===== src/rtl/core/msf_pkg.sv =====
// Shared types, constants and helpers for the Manhattan nearest-seed fill unit.
`default_nettype none

package msf_pkg;

  localparam int MAX_SIDE   = 32;
  localparam int VALUE_BITS = 16;

  localparam int CELLS      = MAX_SIDE * MAX_SIDE;
  localparam int IDX_BITS   = $clog2(CELLS);
  localparam int COUNT_BITS = $clog2(CELLS + 1);
  localparam int COORD_BITS = $clog2(MAX_SIDE);
  localparam int SIDE_BITS  = $clog2(MAX_SIDE + 1);
  localparam int DIST_BITS  = COORD_BITS + 1;
  localparam int CFG_BITS   = 6;

  localparam int QDEPTH     = 4;
  localparam int QPTR_BITS  = $clog2(QDEPTH);
  localparam int QCNT_BITS  = $clog2(QDEPTH + 1);

  localparam int APB_ADDR_BITS = 3;
  localparam int APB_DATA_BITS = 32;
  localparam logic [APB_ADDR_BITS-1:0] ADDR_GRID_SIDE = '0;
  localparam logic [CFG_BITS-1:0]      GRID_SIDE_RESET = CFG_BITS'(MAX_SIDE);

  localparam logic ACT_LOAD  = 1'b0;
  localparam logic ACT_QUERY = 1'b1;

  typedef enum logic [1:0] {
    OP_LOAD,
    OP_QUERY,
    OP_REJECT
  } op_t;

  typedef enum logic [2:0] {
    STAT_ORIGINAL = 3'd0,
    STAT_FILLED   = 3'd1,
    STAT_TIE      = 3'd2,
    STAT_NO_SEED  = 3'd3,
    STAT_OUTSIDE  = 3'd4
  } status_t;

  typedef enum logic [1:0] {
    S_IDLE,
    S_OWN,
    S_SCAN,
    S_FETCH
  } back_state_t;

  // One classified request as it travels from the front to the back.
  typedef struct packed {
    op_t                   op;
    logic                  restart;
    logic [VALUE_BITS-1:0] value;
    logic [COORD_BITS-1:0] row;
    logic [COORD_BITS-1:0] col;
  } req_t;

  function automatic logic [IDX_BITS-1:0] cell_idx(input logic [COORD_BITS-1:0] row,
                                                   input logic [COORD_BITS-1:0] col);
    return IDX_BITS'(int'(row) * MAX_SIDE + int'(col));
  endfunction

  // Clamp the programmed side into 1..MAX_SIDE.
  function automatic logic [SIDE_BITS-1:0] eff_side(input logic [CFG_BITS-1:0] g);
    logic [SIDE_BITS-1:0] s;
    if (g == '0) begin
      s = SIDE_BITS'(1);
    end else if (int'(g) > MAX_SIDE) begin
      s = SIDE_BITS'(MAX_SIDE);
    end else begin
      s = SIDE_BITS'(g);
    end
    return s;
  endfunction

endpackage

`default_nettype wire


===== src/rtl/core/msf_queue.sv =====
// Short request queue between the front end and the back end.
`default_nettype none

module msf_queue (
  input  wire logic          clk,
  input  wire logic          rst,
  input  wire logic          push,
  input  wire msf_pkg::req_t push_data,
  output logic               full,
  input  wire logic          pop,
  output msf_pkg::req_t      head,
  output logic               empty
);
  import msf_pkg::*;

  req_t                 slots [QDEPTH];
  logic [QPTR_BITS-1:0] wr_ptr;
  logic [QPTR_BITS-1:0] rd_ptr;
  logic [QCNT_BITS-1:0] count;

  assign full  = count == QCNT_BITS'(QDEPTH);
  assign empty = count == '0;
  assign head  = slots[rd_ptr];

  always_ff @(posedge clk) begin
    if (push) begin
      slots[wr_ptr] <= push_data;
    end
  end

  always_ff @(posedge clk) begin
    if (rst) begin
      wr_ptr <= '0;
      rd_ptr <= '0;
      count  <= '0;
    end else begin
      if (push) begin
        wr_ptr <= wr_ptr + QPTR_BITS'(1);
      end
      if (pop) begin
        rd_ptr <= rd_ptr + QPTR_BITS'(1);
      end
      unique case ({push, pop})
        2'b10:   count <= count + QCNT_BITS'(1);
        2'b01:   count <= count - QCNT_BITS'(1);
        default: count <= count;
      endcase
    end
  end

`ifndef SYNTHESIS
  a_count_bound: assert property (@(posedge clk) disable iff (rst)
    count <= QCNT_BITS'(QDEPTH))
    else $error("queue count above depth");

  a_pop_nonempty: assert property (@(posedge clk) disable iff (rst)
    pop |-> !empty)
    else $error("queue popped while empty");

  a_push_tracks: assert property (@(posedge clk) disable iff (rst)
    (push && !pop) |=> (count == $past(count) + QCNT_BITS'(1)))
    else $error("queue count did not advance on push");
`endif

endmodule

`default_nettype wire


===== config.mk =====
export PLATFORM = sky130hd
export DESIGN_NAME = msf_queue
export DESIGN_NICKNAME = d
export VERILOG_FILES = /design/src/rtl/core/msf_pkg.sv /design/src/rtl/core/msf_queue.sv
export SDC_FILE = /design/constraint.sdc
export NUM_CORES = 1
export LEC_CHECK = 0
export BUFFER_PORTS_ARGS = -buffer_cell sky130_fd_sc_hd__buf_4
export CORE_ASPECT_RATIO = 0.8
export CORE_UTILIZATION = 25
export DETAILED_ROUTE_END_ITERATION = 6
export SYNTH_ARGS = -nofsm -noshare
export SYNTH_HDL_FRONTEND = slang
export SYNTH_SLANG_ARGS = --single-unit

===== constraint.sdc =====
create_clock -name clk -period 3.4 [get_ports clk]
set_clock_uncertainty 0.05 [all_clocks]
set_input_delay 0.17 -clock clk [delete_from_list [all_inputs] [get_ports clk]]
set_output_delay 0.17 -clock clk [all_outputs]
set_load 0.01 [all_outputs]

# Word-level counts from Yosys, hierarchy flattened
# Memory sizes are Yosys's and may differ from the RTL's. A register that Yosys moved wholly into a read port is not among the register bits.
# Cells that the tools add are included.
[classes] addsub=4 eq_ne=3 muxes=5 n_reduce_logical=2
[ops] operator="$pmux W3 S2" n=1
[ops] operator="$add A2 B1 Y2 const B" n=2
[ops] operator="$mux W2" n=2
[ops] operator="$add A3 B1 Y3 const B" n=1
[ops] operator="$eq A3 B3 Y1 const B" n=1
[ops] operator="$logic_not A3 Y1" n=1
[ops] operator="$sub A3 B1 Y3 const B" n=1
[ops] operator="$eq A2 B1 Y1 const B" n=1
[ops] operator="$eq A2 B2 Y1 const B" n=1
[ops] operator="$mux W1" n=2
[ops] operator="$reduce_bool A2 Y1" n=1
[word_totals] reg_bits=7 ram_bits=116 in_bits=33 out_inout_bits=31 wordCells=18 n_memories=1
[mem_list] name="slots" depth=4 word_bits=29 read_ports=1 rd_clocked_by_memory_dff=1 wr=1 line="msf_queue.sv:16" source="req_t slots [QDEPTH];"

# Longest topological paths before layout
[depth] depth_word=3 mapped_depth=7 ltp_nobuf=7

# Worst setup path before layout
# No wires, ideal clock.
[synth_path] kind="register to register" startpoint="reg wr_ptr[0]" endpoint="mem slots[2][0] (netlist name) (enable)" setup_ps=389 t_arrival_ps=1265 slack_ps=1697 stages_incl_launch_ff=4 n_path_buf=0 period_less_slack_ps=1703 cell_sequence="dfxtp_1 inv_1 ha_1 and2_1"
[synth_rtl] element="start: declaration" line="msf_queue.sv:17" source="logic [QPTR_BITS-1:0] wr_ptr;"
[synth_rtl] element="start signal: assignment" line="msf_queue.sv:38" source="wr_ptr <= wr_ptr + QPTR_BITS'(1);"
[synth_rtl] element="end: declaration" line="msf_queue.sv:16"
# No word-level cell before the write port.

==> flow_metrics.env <==
export IMPL_status="completed"
export IMPL_synth_area_per_cell_um2=23.37
export IMPL_drt_iter0_drc=79
export IMPL_hold_start="pop"
export IMPL_slew_headroom_pct=39.56
export IMPL_cts_tree="yes"
export IMPL_setup_tns_ps=0
export IMPL_maxSlewViolCount=0
export IMPL_clkSlewWorstSetupHoldPaths_ps=60
export IMPL_synthCells=198
export IMPL_syn_nets=237
export IMPL_cts_resized=0
export IMPL_crit_required_ps=3180
export IMPL_p_leak_nw=2.163
export IMPL_initial_utilization_pct=25.55
export IMPL_seqPwrFrac_pct=44.9
export IMPL_timing_fmax_ghz=0.3954
export IMPL_core_um2=18110
export IMPL_reg2reg_depth=2
export IMPL_cts_root_buf="clkbuf_16"
export IMPL_grt_max_degree=30
export IMPL_crit_path_start_kind="flop"
export IMPL_vias_per_cell=4.102
export IMPL_clock_latency_ps=410
export IMPL_period_needed_ps=2529
export IMPL_final_cell_mix="edfxtp_1, buf_4, dlygate4sd3_1, mux4_2, clkbuf_16"
export IMPL_multi_input_area_um2=889.6
export IMPL_ys_seq_area_share_pct=79.18
export IMPL_gp_congestion=0.6451
export IMPL_nFillCells=1671
export IMPL_combPwrFrac_pct=9.4
export IMPL_crit_fanout=18
export IMPL_post_cts_hold_buffer_count=32
export IMPL_ys_warn_count=0
export IMPL_dp_hpwl_mm=5.015
export IMPL_internal_power_mw=3.143
export IMPL_cts_made_buffers=17
export IMPL_cts_sinks=125
export IMPL_synth_area_um2=4627
export IMPL_cp_end_kind="output pin"
export IMPL_crit_type="flop to output pin"
export IMPL_max_slew_worst_pin_slew_ps=906.6
export IMPL_die_h_um=123.7
export IMPL_max_cap_violations=0
export IMPL_fin_crit_sh_pct=74.39
export IMPL_io_pins=64
export IMPL_cts_max_level=4
export IMPL_globalRoute_totalOverflow=0
export IMPL_postCtsSetupBuffers=0
export IMPL_vias=2252
export IMPL_hold_path_depth=3
export IMPL_drtPass1Iterations=4
export IMPL_rrSetupSlack_ps=1640
export IMPL_final_hold_viol_count=0
export IMPL_hold_class="input port to flop"
export IMPL_p_clk_share_pct=45.7
export IMPL_areaGrowthSynthToFinish_pct=35.67
export IMPL_cp_data_arrival_time_ps=2310
export IMPL_r2r_end="slots[1][17]$_DFFE_PP_"
export IMPL_antenna_cells=0
export IMPL_p_per_area_nw_per_um2=642.3
export IMPL_io_buffers=63
export IMPL_yosys_register_bits=125
export IMPL_clockBufferDepth=2
export IMPL_drive_gt1_share_pct=40.13
export IMPL_max_vdd_ir_drop_mv=0.3358
export IMPL_final_common_cell="edfxtp_1"
export IMPL_grt_usage_pct=10.16
export IMPL_floorplan_rows=44
export IMPL_post_drt_wl_per_cell_um=15.91
export IMPL_setup_viol=0
export IMPL_dieArea_um2=19060
export IMPL_p_total_mw=4.032
export IMPL_synth_cell_types=23
export IMPL_wirelength_mm=8.736
export IMPL_regToRegStartpoint="wr_ptr[0]$_SDFFE_PP0P_"
export IMPL_finalNetCount=345
export IMPL_drc=0
export IMPL_grt_pass1_vias=2493
export IMPL_p_sw_mw=0.8889
export IMPL_antenna_found_initial=0
export IMPL_die_w_um=154.1
export IMPL_drtAntennaViolNets=0
export IMPL_rsz0062_at_grt="false"
export IMPL_grt_pass1_wl_mm=13.50
export IMPL_netSwitchingFraction_pct=22.05
export IMPL_ff_latch_area_um2=3666
==> metal layers <==
metal	vias up	wire length, µm	global-route usage [%]
li1	1032	-	-
met1	1157	3926	11.67
met2	55	4282	16.96
met3	8	425	4.419
met4	0	101	3.750
met5	-	0	0
==> cells in the mapped netlist <==
master,n,share of area (%)
and2_1,4,0.54
buf_4,1,0.16
a21oi_1,2,0.22
mux4_1,1,0.57
nor3_1,1,0.11
fa_1,1,0.43
or3_1,1,0.14
nand2_1,1,0.081
ha_1,5,1.4
inv_1,6,0.49
o21ai_0,1,0.11
buf_12,1,0.43
xnor2_1,2,0.38
nor2_1,8,0.65
mux4_2,28,14
dfxtp_1,9,3.9
buf_2,2,0.22
clkbuf_1,2,0.16
xor2_1,3,0.57
and3_1,1,0.14
buf_6,1,0.24
mux2i_1,1,0.22
edfxtp_1,116,75
==> worst max path at each step <==
| stage | from | cells after the start | end | slack (ps) |
|---|---|---|---|---|
| after floorplan | wr_ptr[0]$_SDFFE_PP0P_ | 3 | slots[2][0]$_DFFE_PP_ | 1700 |
| after global placement | flop | 3 | head[18] | 1230 |
| after detailed placement | flop | 3 | head[0] | 1200 |
| after CTS | flop | 3 | head[0] | 750 |
| after global routing | flop | 3 | head[0] | 670 |
| final | flop | 3 | head[0] | 870 |
==> sequential cells by signal (all words and copies together), names as in the netlist, named ones only <==
register	count
count	3
rd_ptr	2
slots	116
wr_ptr	2
==> cells by family after synthesis <==
group	count (synthesis)	synth area share (%)
compound gates	3	0.3244
xor+xnor	5	0.9466
fa+ha+maj	6	1.785
buf+inv	13	1.704
flops	125	79.18
mux	30	14.41
simple gates	16	1.649
==> final cells by class <==
type / instances / area share [%]
Tap cell: 230 / 4.584
Clock inverter: 15 / 2.950
Inverter: 6 / 0.3588
Timing Repair Buffer: 96 / 12.76
Clock buffer: 17 / 6.777
Sequential cell: 125 / 58.40
Multi-Input combinational cell: 60 / 14.17
==> metrics by stage <==
step / hold WS (ps) / setup WS, ps / std cells / utilization (%) / area (µm²)
floorplan: 218.9 / 1697 / 198 / - / 4627
global placement: 319.5 / 1226 / 485 / 29.52 / 5346
detailed placement: 323.9 / 1204 / 485 / 29.52 / 5346
CTS: 10.58 / 747.3 / 549 / 34.66 / 6277
global route: 38.71 / 666.7 / 549 / 34.66 / 6277
finish: 23.00 / 870.7 / 549 / 34.66 / 6277
==> critical path, cell delays in order, from the launching register on <==
cell and delay [ps]:
dfxtp_2 760, buf_4 400, mux4_2 570, buf_4 160
==> power groups by stage <==
stage	clock (mW)	combinational [mW]	sequential, mW
finish	1.84	0.379	1.81
global route	1.96	0.414	1.82
CTS	1.89	0.389	1.81
detailed placement	0	0.357	1.85
global placement	0	0.347	1.84
floorplan	0	0.212	1.81
(Power assumes the default switching activity.)
