File: config.mk
export PLATFORM = sky130hd
export DESIGN_NAME = msf_front
export DESIGN_NICKNAME = d
export VERILOG_FILES = /design/src/rtl/core/msf_pkg.sv /design/src/rtl/core/msf_front.sv
export SDC_FILE = /design/constraint.sdc
export NUM_CORES = 1
export LEC_CHECK = 0
export BUFFER_PORTS_ARGS = -buffer_cell sky130_fd_sc_hd__buf_4
export CORE_MARGIN = 1
export CORE_UTILIZATION = 54
export DETAILED_ROUTE_END_ITERATION = 8
export PLACE_DENSITY = 0.91
export SETUP_SLACK_MARGIN = 0.05
export SYNTH_ARGS = -nofsm -noshare
export SYNTH_HDL_FRONTEND = slang
export SYNTH_SLANG_ARGS = --single-unit
File: constraint.sdc
create_clock -name clk -period 5.36 [get_ports clk]
set_input_delay 0.268 -clock clk [delete_from_list [all_inputs] [get_ports clk]]
set_output_delay 0.268 -clock clk [all_outputs]
set_load 0.02 [all_outputs]
File: src/rtl/core/msf_pkg.sv
// Shared types, constants and helpers for the Manhattan nearest-seed fill unit.
`default_nettype none

package msf_pkg;

  localparam int MAX_SIDE   = 32;
  localparam int VALUE_BITS = 16;

  localparam int CELLS      = MAX_SIDE * MAX_SIDE;
  localparam int IDX_BITS   = $clog2(CELLS);
  localparam int COUNT_BITS = $clog2(CELLS + 1);
  localparam int COORD_BITS = $clog2(MAX_SIDE);
  localparam int SIDE_BITS  = $clog2(MAX_SIDE + 1);
  localparam int DIST_BITS  = COORD_BITS + 1;
  localparam int CFG_BITS   = 6;

  localparam int QDEPTH     = 4;
  localparam int QPTR_BITS  = $clog2(QDEPTH);
  localparam int QCNT_BITS  = $clog2(QDEPTH + 1);

  localparam int APB_ADDR_BITS = 3;
  localparam int APB_DATA_BITS = 32;
  localparam logic [APB_ADDR_BITS-1:0] ADDR_GRID_SIDE = '0;
  localparam logic [CFG_BITS-1:0]      GRID_SIDE_RESET = CFG_BITS'(MAX_SIDE);

  localparam logic ACT_LOAD  = 1'b0;
  localparam logic ACT_QUERY = 1'b1;

  typedef enum logic [1:0] {
    OP_LOAD,
    OP_QUERY,
    OP_REJECT
  } op_t;

  typedef enum logic [2:0] {
    STAT_ORIGINAL = 3'd0,
    STAT_FILLED   = 3'd1,
    STAT_TIE      = 3'd2,
    STAT_NO_SEED  = 3'd3,
    STAT_OUTSIDE  = 3'd4
  } status_t;

  typedef enum logic [1:0] {
    S_IDLE,
    S_OWN,
    S_SCAN,
    S_FETCH
  } back_state_t;

  // One classified request as it travels from the front to the back.
  typedef struct packed {
    op_t                   op;
    logic                  restart;
    logic [VALUE_BITS-1:0] value;
    logic [COORD_BITS-1:0] row;
    logic [COORD_BITS-1:0] col;
  } req_t;

  function automatic logic [IDX_BITS-1:0] cell_idx(input logic [COORD_BITS-1:0] row,
                                                   input logic [COORD_BITS-1:0] col);
    return IDX_BITS'(int'(row) * MAX_SIDE + int'(col));
  endfunction

  // Clamp the programmed side into 1..MAX_SIDE.
  function automatic logic [SIDE_BITS-1:0] eff_side(input logic [CFG_BITS-1:0] g);
    logic [SIDE_BITS-1:0] s;
    if (g == '0) begin
      s = SIDE_BITS'(1);
    end else if (int'(g) > MAX_SIDE) begin
      s = SIDE_BITS'(MAX_SIDE);
    end else begin
      s = SIDE_BITS'(g);
    end
    return s;
  endfunction

endpackage

`default_nettype wire

File: src/rtl/core/msf_front.sv
// Front end: accepts requests, tracks the load position and classifies queries.
`default_nettype none

module msf_front (
  input  wire logic                            clk,
  input  wire logic                            rst,
  input  wire logic                            start,
  input  wire logic                            action,
  input  wire logic [msf_pkg::VALUE_BITS-1:0]  cell_value,
  input  wire logic [msf_pkg::COORD_BITS-1:0]  query_row,
  input  wire logic [msf_pkg::COORD_BITS-1:0]  query_col,
  input  wire logic [msf_pkg::CFG_BITS-1:0]    grid_side,
  input  wire logic                            full,
  output logic                                 busy,
  output logic                                 push,
  output msf_pkg::req_t                        push_data
);
  import msf_pkg::*;

  logic                  at_start, at_start_next;
  logic                  ready, ready_next;
  logic [COORD_BITS-1:0] row, row_next;
  logic [COORD_BITS-1:0] col, col_next;
  logic [SIDE_BITS-1:0]  load_side, load_side_next;
  logic [SIDE_BITS-1:0]  side_now;
  logic                  last_col;
  logic                  last_row;
  logic                  outside;

  assign busy = full;
  assign push = start && !full;

  always_comb begin
    at_start_next  = at_start;
    ready_next     = ready;
    row_next       = row;
    col_next       = col;
    load_side_next = load_side;

    // Latch the side only when a load opens a new grid.
    side_now = at_start ? eff_side(grid_side) : load_side;
    last_col = (SIDE_BITS'(col) + SIDE_BITS'(1)) == side_now;
    last_row = (SIDE_BITS'(row) + SIDE_BITS'(1)) == side_now;
    outside  = !ready || (SIDE_BITS'(query_row) >= load_side)
                      || (SIDE_BITS'(query_col) >= load_side);

    push_data.value   = cell_value;
    push_data.restart = at_start;
    if (action == ACT_LOAD) begin
      push_data.op  = OP_LOAD;
      push_data.row = row;
      push_data.col = col;
    end else begin
      push_data.op  = outside ? OP_REJECT : OP_QUERY;
      push_data.row = query_row;
      push_data.col = query_col;
    end

    if (push && action == ACT_LOAD) begin
      load_side_next = side_now;
      if (last_col && last_row) begin
        row_next      = '0;
        col_next      = '0;
        at_start_next = 1'b1;
        ready_next    = 1'b1;
      end else begin
        at_start_next = 1'b0;
        ready_next    = at_start ? 1'b0 : ready;
        if (last_col) begin
          col_next = '0;
          row_next = row + COORD_BITS'(1);
        end else begin
          col_next = col + COORD_BITS'(1);
        end
      end
    end
  end

  always_ff @(posedge clk) begin
    if (rst) begin
      at_start  <= 1'b1;
      ready     <= 1'b0;
      row       <= '0;
      col       <= '0;
      load_side <= SIDE_BITS'(1);
    end else begin
      at_start  <= at_start_next;
      ready     <= ready_next;
      row       <= row_next;
      col       <= col_next;
      load_side <= load_side_next;
    end
  end

endmodule

`default_nettype wire

### Word-level counts from Yosys, hierarchy flattened

Index checks and enable logic that the tools add are counted.

| storage, ports and cells | value |
|---|---|
| register bits | 18 |
| bits of input ports | 37 |
| output and inout port bits | 31 |
| logic and storage cells | 40 |

| operators by class | value |
|---|---|
| $add $sub $neg | 4 |
| magnitude comparators | 3 |
| equality and inequality tests | 2 |
| muxes and demuxes | 13 |
| bitwise logic cells | 1 |
| reduce and logical (&&, ||, !) cells | 12 |

Operator list:

| kind | number |
|---|---|
| 2-to-1 mux 5 bit | 4 |
| 2-to-1 mux 6 bit | 3 |
| adder 5 x 1 -> 6 bit (second input constant) | 2 |
| == test 6 bit | 2 |
| >= comparator 5 x 6 -> 1 bit | 2 |
| adder 5 x 1 -> 5 bit (second input constant) | 2 |
| 2-to-1 mux 10 bit | 1 |
| > comparator 6 bit (second input constant) | 1 |
| logical NOT 6 bit | 1 |
| 2-to-1 mux 2 bit | 2 |
| AND reduction 2 bit | 2 |
| nonzero test 2 bit | 2 |
| logical AND 1 bit | 3 |
| 2-to-1 mux 1 bit | 3 |
| logical NOT 1 bit | 2 |
| logical OR 1 bit | 2 |
| NOT 1 bit | 1 |

### Logic depth before layout (Yosys ltp)

| logic depth | value |
|---|---|
| depth after elaboration | 8 |
| gate-level depth with buffers | 9 |
| gate-level depth less buffers | 8 |

### Worst setup path before layout

OpenSTA, ideal clock, no wires.

| path | value |
|---|---|
| path kind | register -> output |
| start | register load_side[0] |
| end | output port push_data[27] (netlist name) |
| arrival | 1949 ps |
| data required time | 5092 ps |
| setup slack | 3143 ps |
| stages on the path, launching flop included | 8 |
| buffers on the path | 0 |
| cell sequence | dfxtp_1 -> ha_1 -> nand2b_1 -> a21o_1 -> a21o_1 -> a21o_1 -> a221o_1 -> a21boi_1 |

RTL lines:

| element | line | text |
|---|---|---|
| start, declared | msf_front.sv:24 | `logic [SIDE_BITS-1:0] load_side, load_side_next;` |
| start signal, assigned | msf_front.sv:91 | `load_side <= load_side_next;` |
| end, declared | msf_front.sv:16 | `output msf_pkg::req_t push_data` |

### Final worst setup path

| path | value |
|---|---|
| start | register at_start |
| end | register at_start |

| on the way | value |
|---|---|
| word-level cells in the longest chain between the ends | 4 |
| elaborated cells on any way between the ends | 5 |
| classes of those cells | 2 x eq/ne; 2 x mux; 1 x reduce/logical |

Ends and longest elaborated chain:

| element | line | text |
|---|---|---|
| start, declared | msf_front.sv:20 | `logic at_start, at_start_next;` |
| start signal, assigned | msf_front.sv:87 | `at_start <= at_start_next;` |
| 2-to-1 mux 6 bit * | msf_front.sv:41 | `side_now = at_start ? eff_side(grid_side) : load_side;` |
| == test 6 bit (on tied branches) | msf_front.sv:42, msf_front.sv:43 |  |
| logical AND 1 bit * | msf_front.sv:61 | `if (last_col && last_row) begin` |
| 2-to-1 mux 1 bit * | msf_front.sv:61 |  |

Every way passes the cells marked *; elsewhere a longest branch is shown, timed or not.
A chain may end at the register's enable or synchronous reset.

==> impl_metrics.yaml <==
finish:
  regArea_um2: 360.3
  final_cell_mix: "35 x buf_4, 18 x dfxtp_1, 16 x nand2_1"
  final_common_cell: "buf_4"
  area_delta_synth_final_pct: 7.962
  multiInputGateArea_um2: 1257
  fillers: 275
  fin_nets: 285
  num_antenna_cells: 0
  drive_above_1_share: 0.2383
clock_tree:
  numCtsBuffers: 3
  clk_pin_slew_ns: 0.11
  cts_max_path_buffers: 2
  cts_tree: "built"
  cts_max_level: 1
  cts_sinks: 18
  post-cts-setup-buffers: 0
  cts-root-buf: "clkbuf_4"
  cts_resized: 0
  postCtsHoldBufs: 0
  clkLatencyLatePin_ns: 0.30
grt:
  grt_max_degree: 26
  grt_antenna_before_repair: 0
  gr-total-overflow: 0
  grt_use_total: 0.2518
  grt_pass1_vias: 1519
  grt_pass1_wl_mm: 6.893
floorplan:
  rows: 20
  core_um2: 3153
  ios: 68
  die_x_um: 60.60
  start_util: 0.5881
  die_y_um: 60.60
  die-area_um2: 3672
routing:
  ant_nets: 0
  via_per_inst: 5.828
  drc: 0
  route.detailed.wl_per_inst_um: 14.92
  num_vias: 1626
  routed_wl_mm: 4.164
  dr.pass1.iters: 4
  detail_route.iter0.violations: 80
sta:
  worst_slew_pin_slew_ns: 0.8419
  fin_ws_ns: 2.660
  slew_viol_final: 0
  rsz0062_at_grt: "no"
  final-hold-violation-count: 0
  setup_viol: 0
  fin_tns_setup_ns: 0
  fin_crit_ns: 2.700
  clock_skew_ns: 0.004983
  fmax_mhz: 370.4
  slew_headroom: 0.4380
  fin_crit_sh: 0.5037
synthesis:
  netlist_area_um2: 1854
  avgSynthCellArea_um2: 8.133
  synth_top_family_by_area: "simple AND/OR/NAND/NOR gates"
  async_flop_share: 0
  synth-simple-area-share: 0.2605
  ys_seq_area_frac: 0.1943
  muxShareOfSynthArea: 0.09042
  ys.flop_type: "dfxtp_1"
  synth_edf_count: 0
  synthAdderAreaFrac: 0.08097
  synth_nets: 277
  synth_cells: 228
  yosysUniqueCellTypes: 48
  synth_xor_area_frac: 0.06140
  ys_warn_count: 0
  ys_seq_elements: 18
  synth-compound-area-share: 0.1849
setup_path:
  crit_arrival_ns: 2.94
  crit_type: "reg2reg"
  r2r_start: "at_start$_SDFFE_PP1P_"
  crit_fanout: 25
  startpoint: "at_start$_SDFFE_PP1P_"
  worstPathRequired_ns: 5.60
  start_kind: "flop"
  critPathCaptureType: "flop"
power_and_ir_drop:
  p_sw_frac: 0.3127
  powerDensity_nw_per_um2: 163.1
  power.internal_w: 0.0002244
  p_clk_frac: 0.262
  p_seq_frac: 0.440
  p_comb_frac: 0.297
  p_sw_w: 0.0001021
  ir_worst_vdd_v: 0.0001231
  p_leak_nw: 0.7755
status:
  outcome: "finished, final reports clean"
placement:
  place_congestion: 0.9025
  hpwl_mm: 3.252
  pre_cts_ws_ns: 2.736
  portBuffers: 35
hold_path:
  hold_start: "grid_side[3]"
  hold_path.class: "in2reg"
job:
  drv_cap: 0
-- synthesized netlist by cell type, types with 4 or more instances --
cell type	count	area share
a21o_1	6	0.024
nor3b_1	10	0.040
xnor2_1	11	0.052
inv_1	8	0.016
o211ai_1	9	0.036
ha_1	12	0.081
nor2b_1	6	0.020
o21ai_1	5	0.013
nand2_1	16	0.032
or3_1	4	0.013
nand2b_1	4	0.013
nand3_1	5	0.013
clkbuf_1	9	0.018
nor2_1	8	0.016
buf_4	18	0.073
dfxtp_1	18	0.19
a21oi_1	10	0.027
o21ai_0	5	0.013
mux2_2	10	0.061
nor3_1	4	0.011
-- power by group through the flow --
stage	combinational (W)	sequential, W	clock (W)
after floorplan	0.0000866	0.000142	0
after global placement	0.0000939	0.000147	0
after detailed placement	0.0000961	0.000147	0
after CTS	0.0000967	0.000144	0.0000882
after global routing	0.000107	0.000145	0.0000959
final	0.0000970	0.000144	0.0000857
-- per-layer routing --
layer | vias to the layer above | wire length, um | share of wire | global-route usage
li1 | 821 | - | - | -
met1 | 744 | 1850 | 0.44 | 0.3242
met2 | 53 | 2003 | 0.48 | 0.4270
met3 | 8 | 241 | 0.058 | 0.04904
met4 | 0 | 69 | 0.017 | 0.07468
met5 | - | 0 | 0 | 0
-- sequential cells by signal, summed over array words and instances, names as in the netlist --
| name | count |
|---|---|
| ready | 1 |
| col | 5 |
| at_start | 1 |
| load_side | 6 |
| row | 5 |
-- stage by stage --
stage               std cells  cell area [um2]  hold slack [ns]  utilization  total power, W
finish                    279             2002           0.2794       0.6349       0.0003266
global placement          275             1966           0.4434       0.6234       0.0002404
floorplan                 228             1854           0.4363            -       0.0002288
CTS                       279             2002           0.2696       0.6349       0.0003285
detailed placement        275             1966           0.4624       0.6234       0.0002429
global route              279             2002           0.2536       0.6349       0.0003475
-- path summary, 6_finish.rpt --
kind	endpoint	slack (ns)	cells after the start
max	at_start$_SDFFE_PP1P_	2.66	5
min	load_side[3]$_SDFFE_PP0P_	0.28	3
max reg2reg	at_start$_SDFFE_PP1P_	2.66	5
min reg2reg	load_side[3]$_SDFFE_PP0P_	0.48	2
-- final cells by class --
class,instances,share of cell area
well taps,44,0.02750
clock buffers,4,0.01813
repair buffers,35,0.1313
inverters,8,0.01500
flip-flops and latches,18,0.1800
multi-input cells,170,0.6281
-- worst max-delay path, cell delays in order (launching register included) --
cell	delay (ns)
dfxtp_1	0.89
nand2_1	0.10
o311ai_1	0.45
or4b_4	0.57
or4_1	0.50
o21ai_1	0.13
-- logic make-up after synthesis --
| logic type | count (synthesis) |
|---|---|
| AO/OA/AOI/OAI | 51 |
| buffers and inverters | 40 |
| adder cells (fa/ha/maj) | 12 |
| multiplexers | 13 |
| AND/OR/NAND/NOR | 81 |
| flip-flops | 18 |
| XOR/XNOR | 13 |
(Power assumes the default switching activity.)
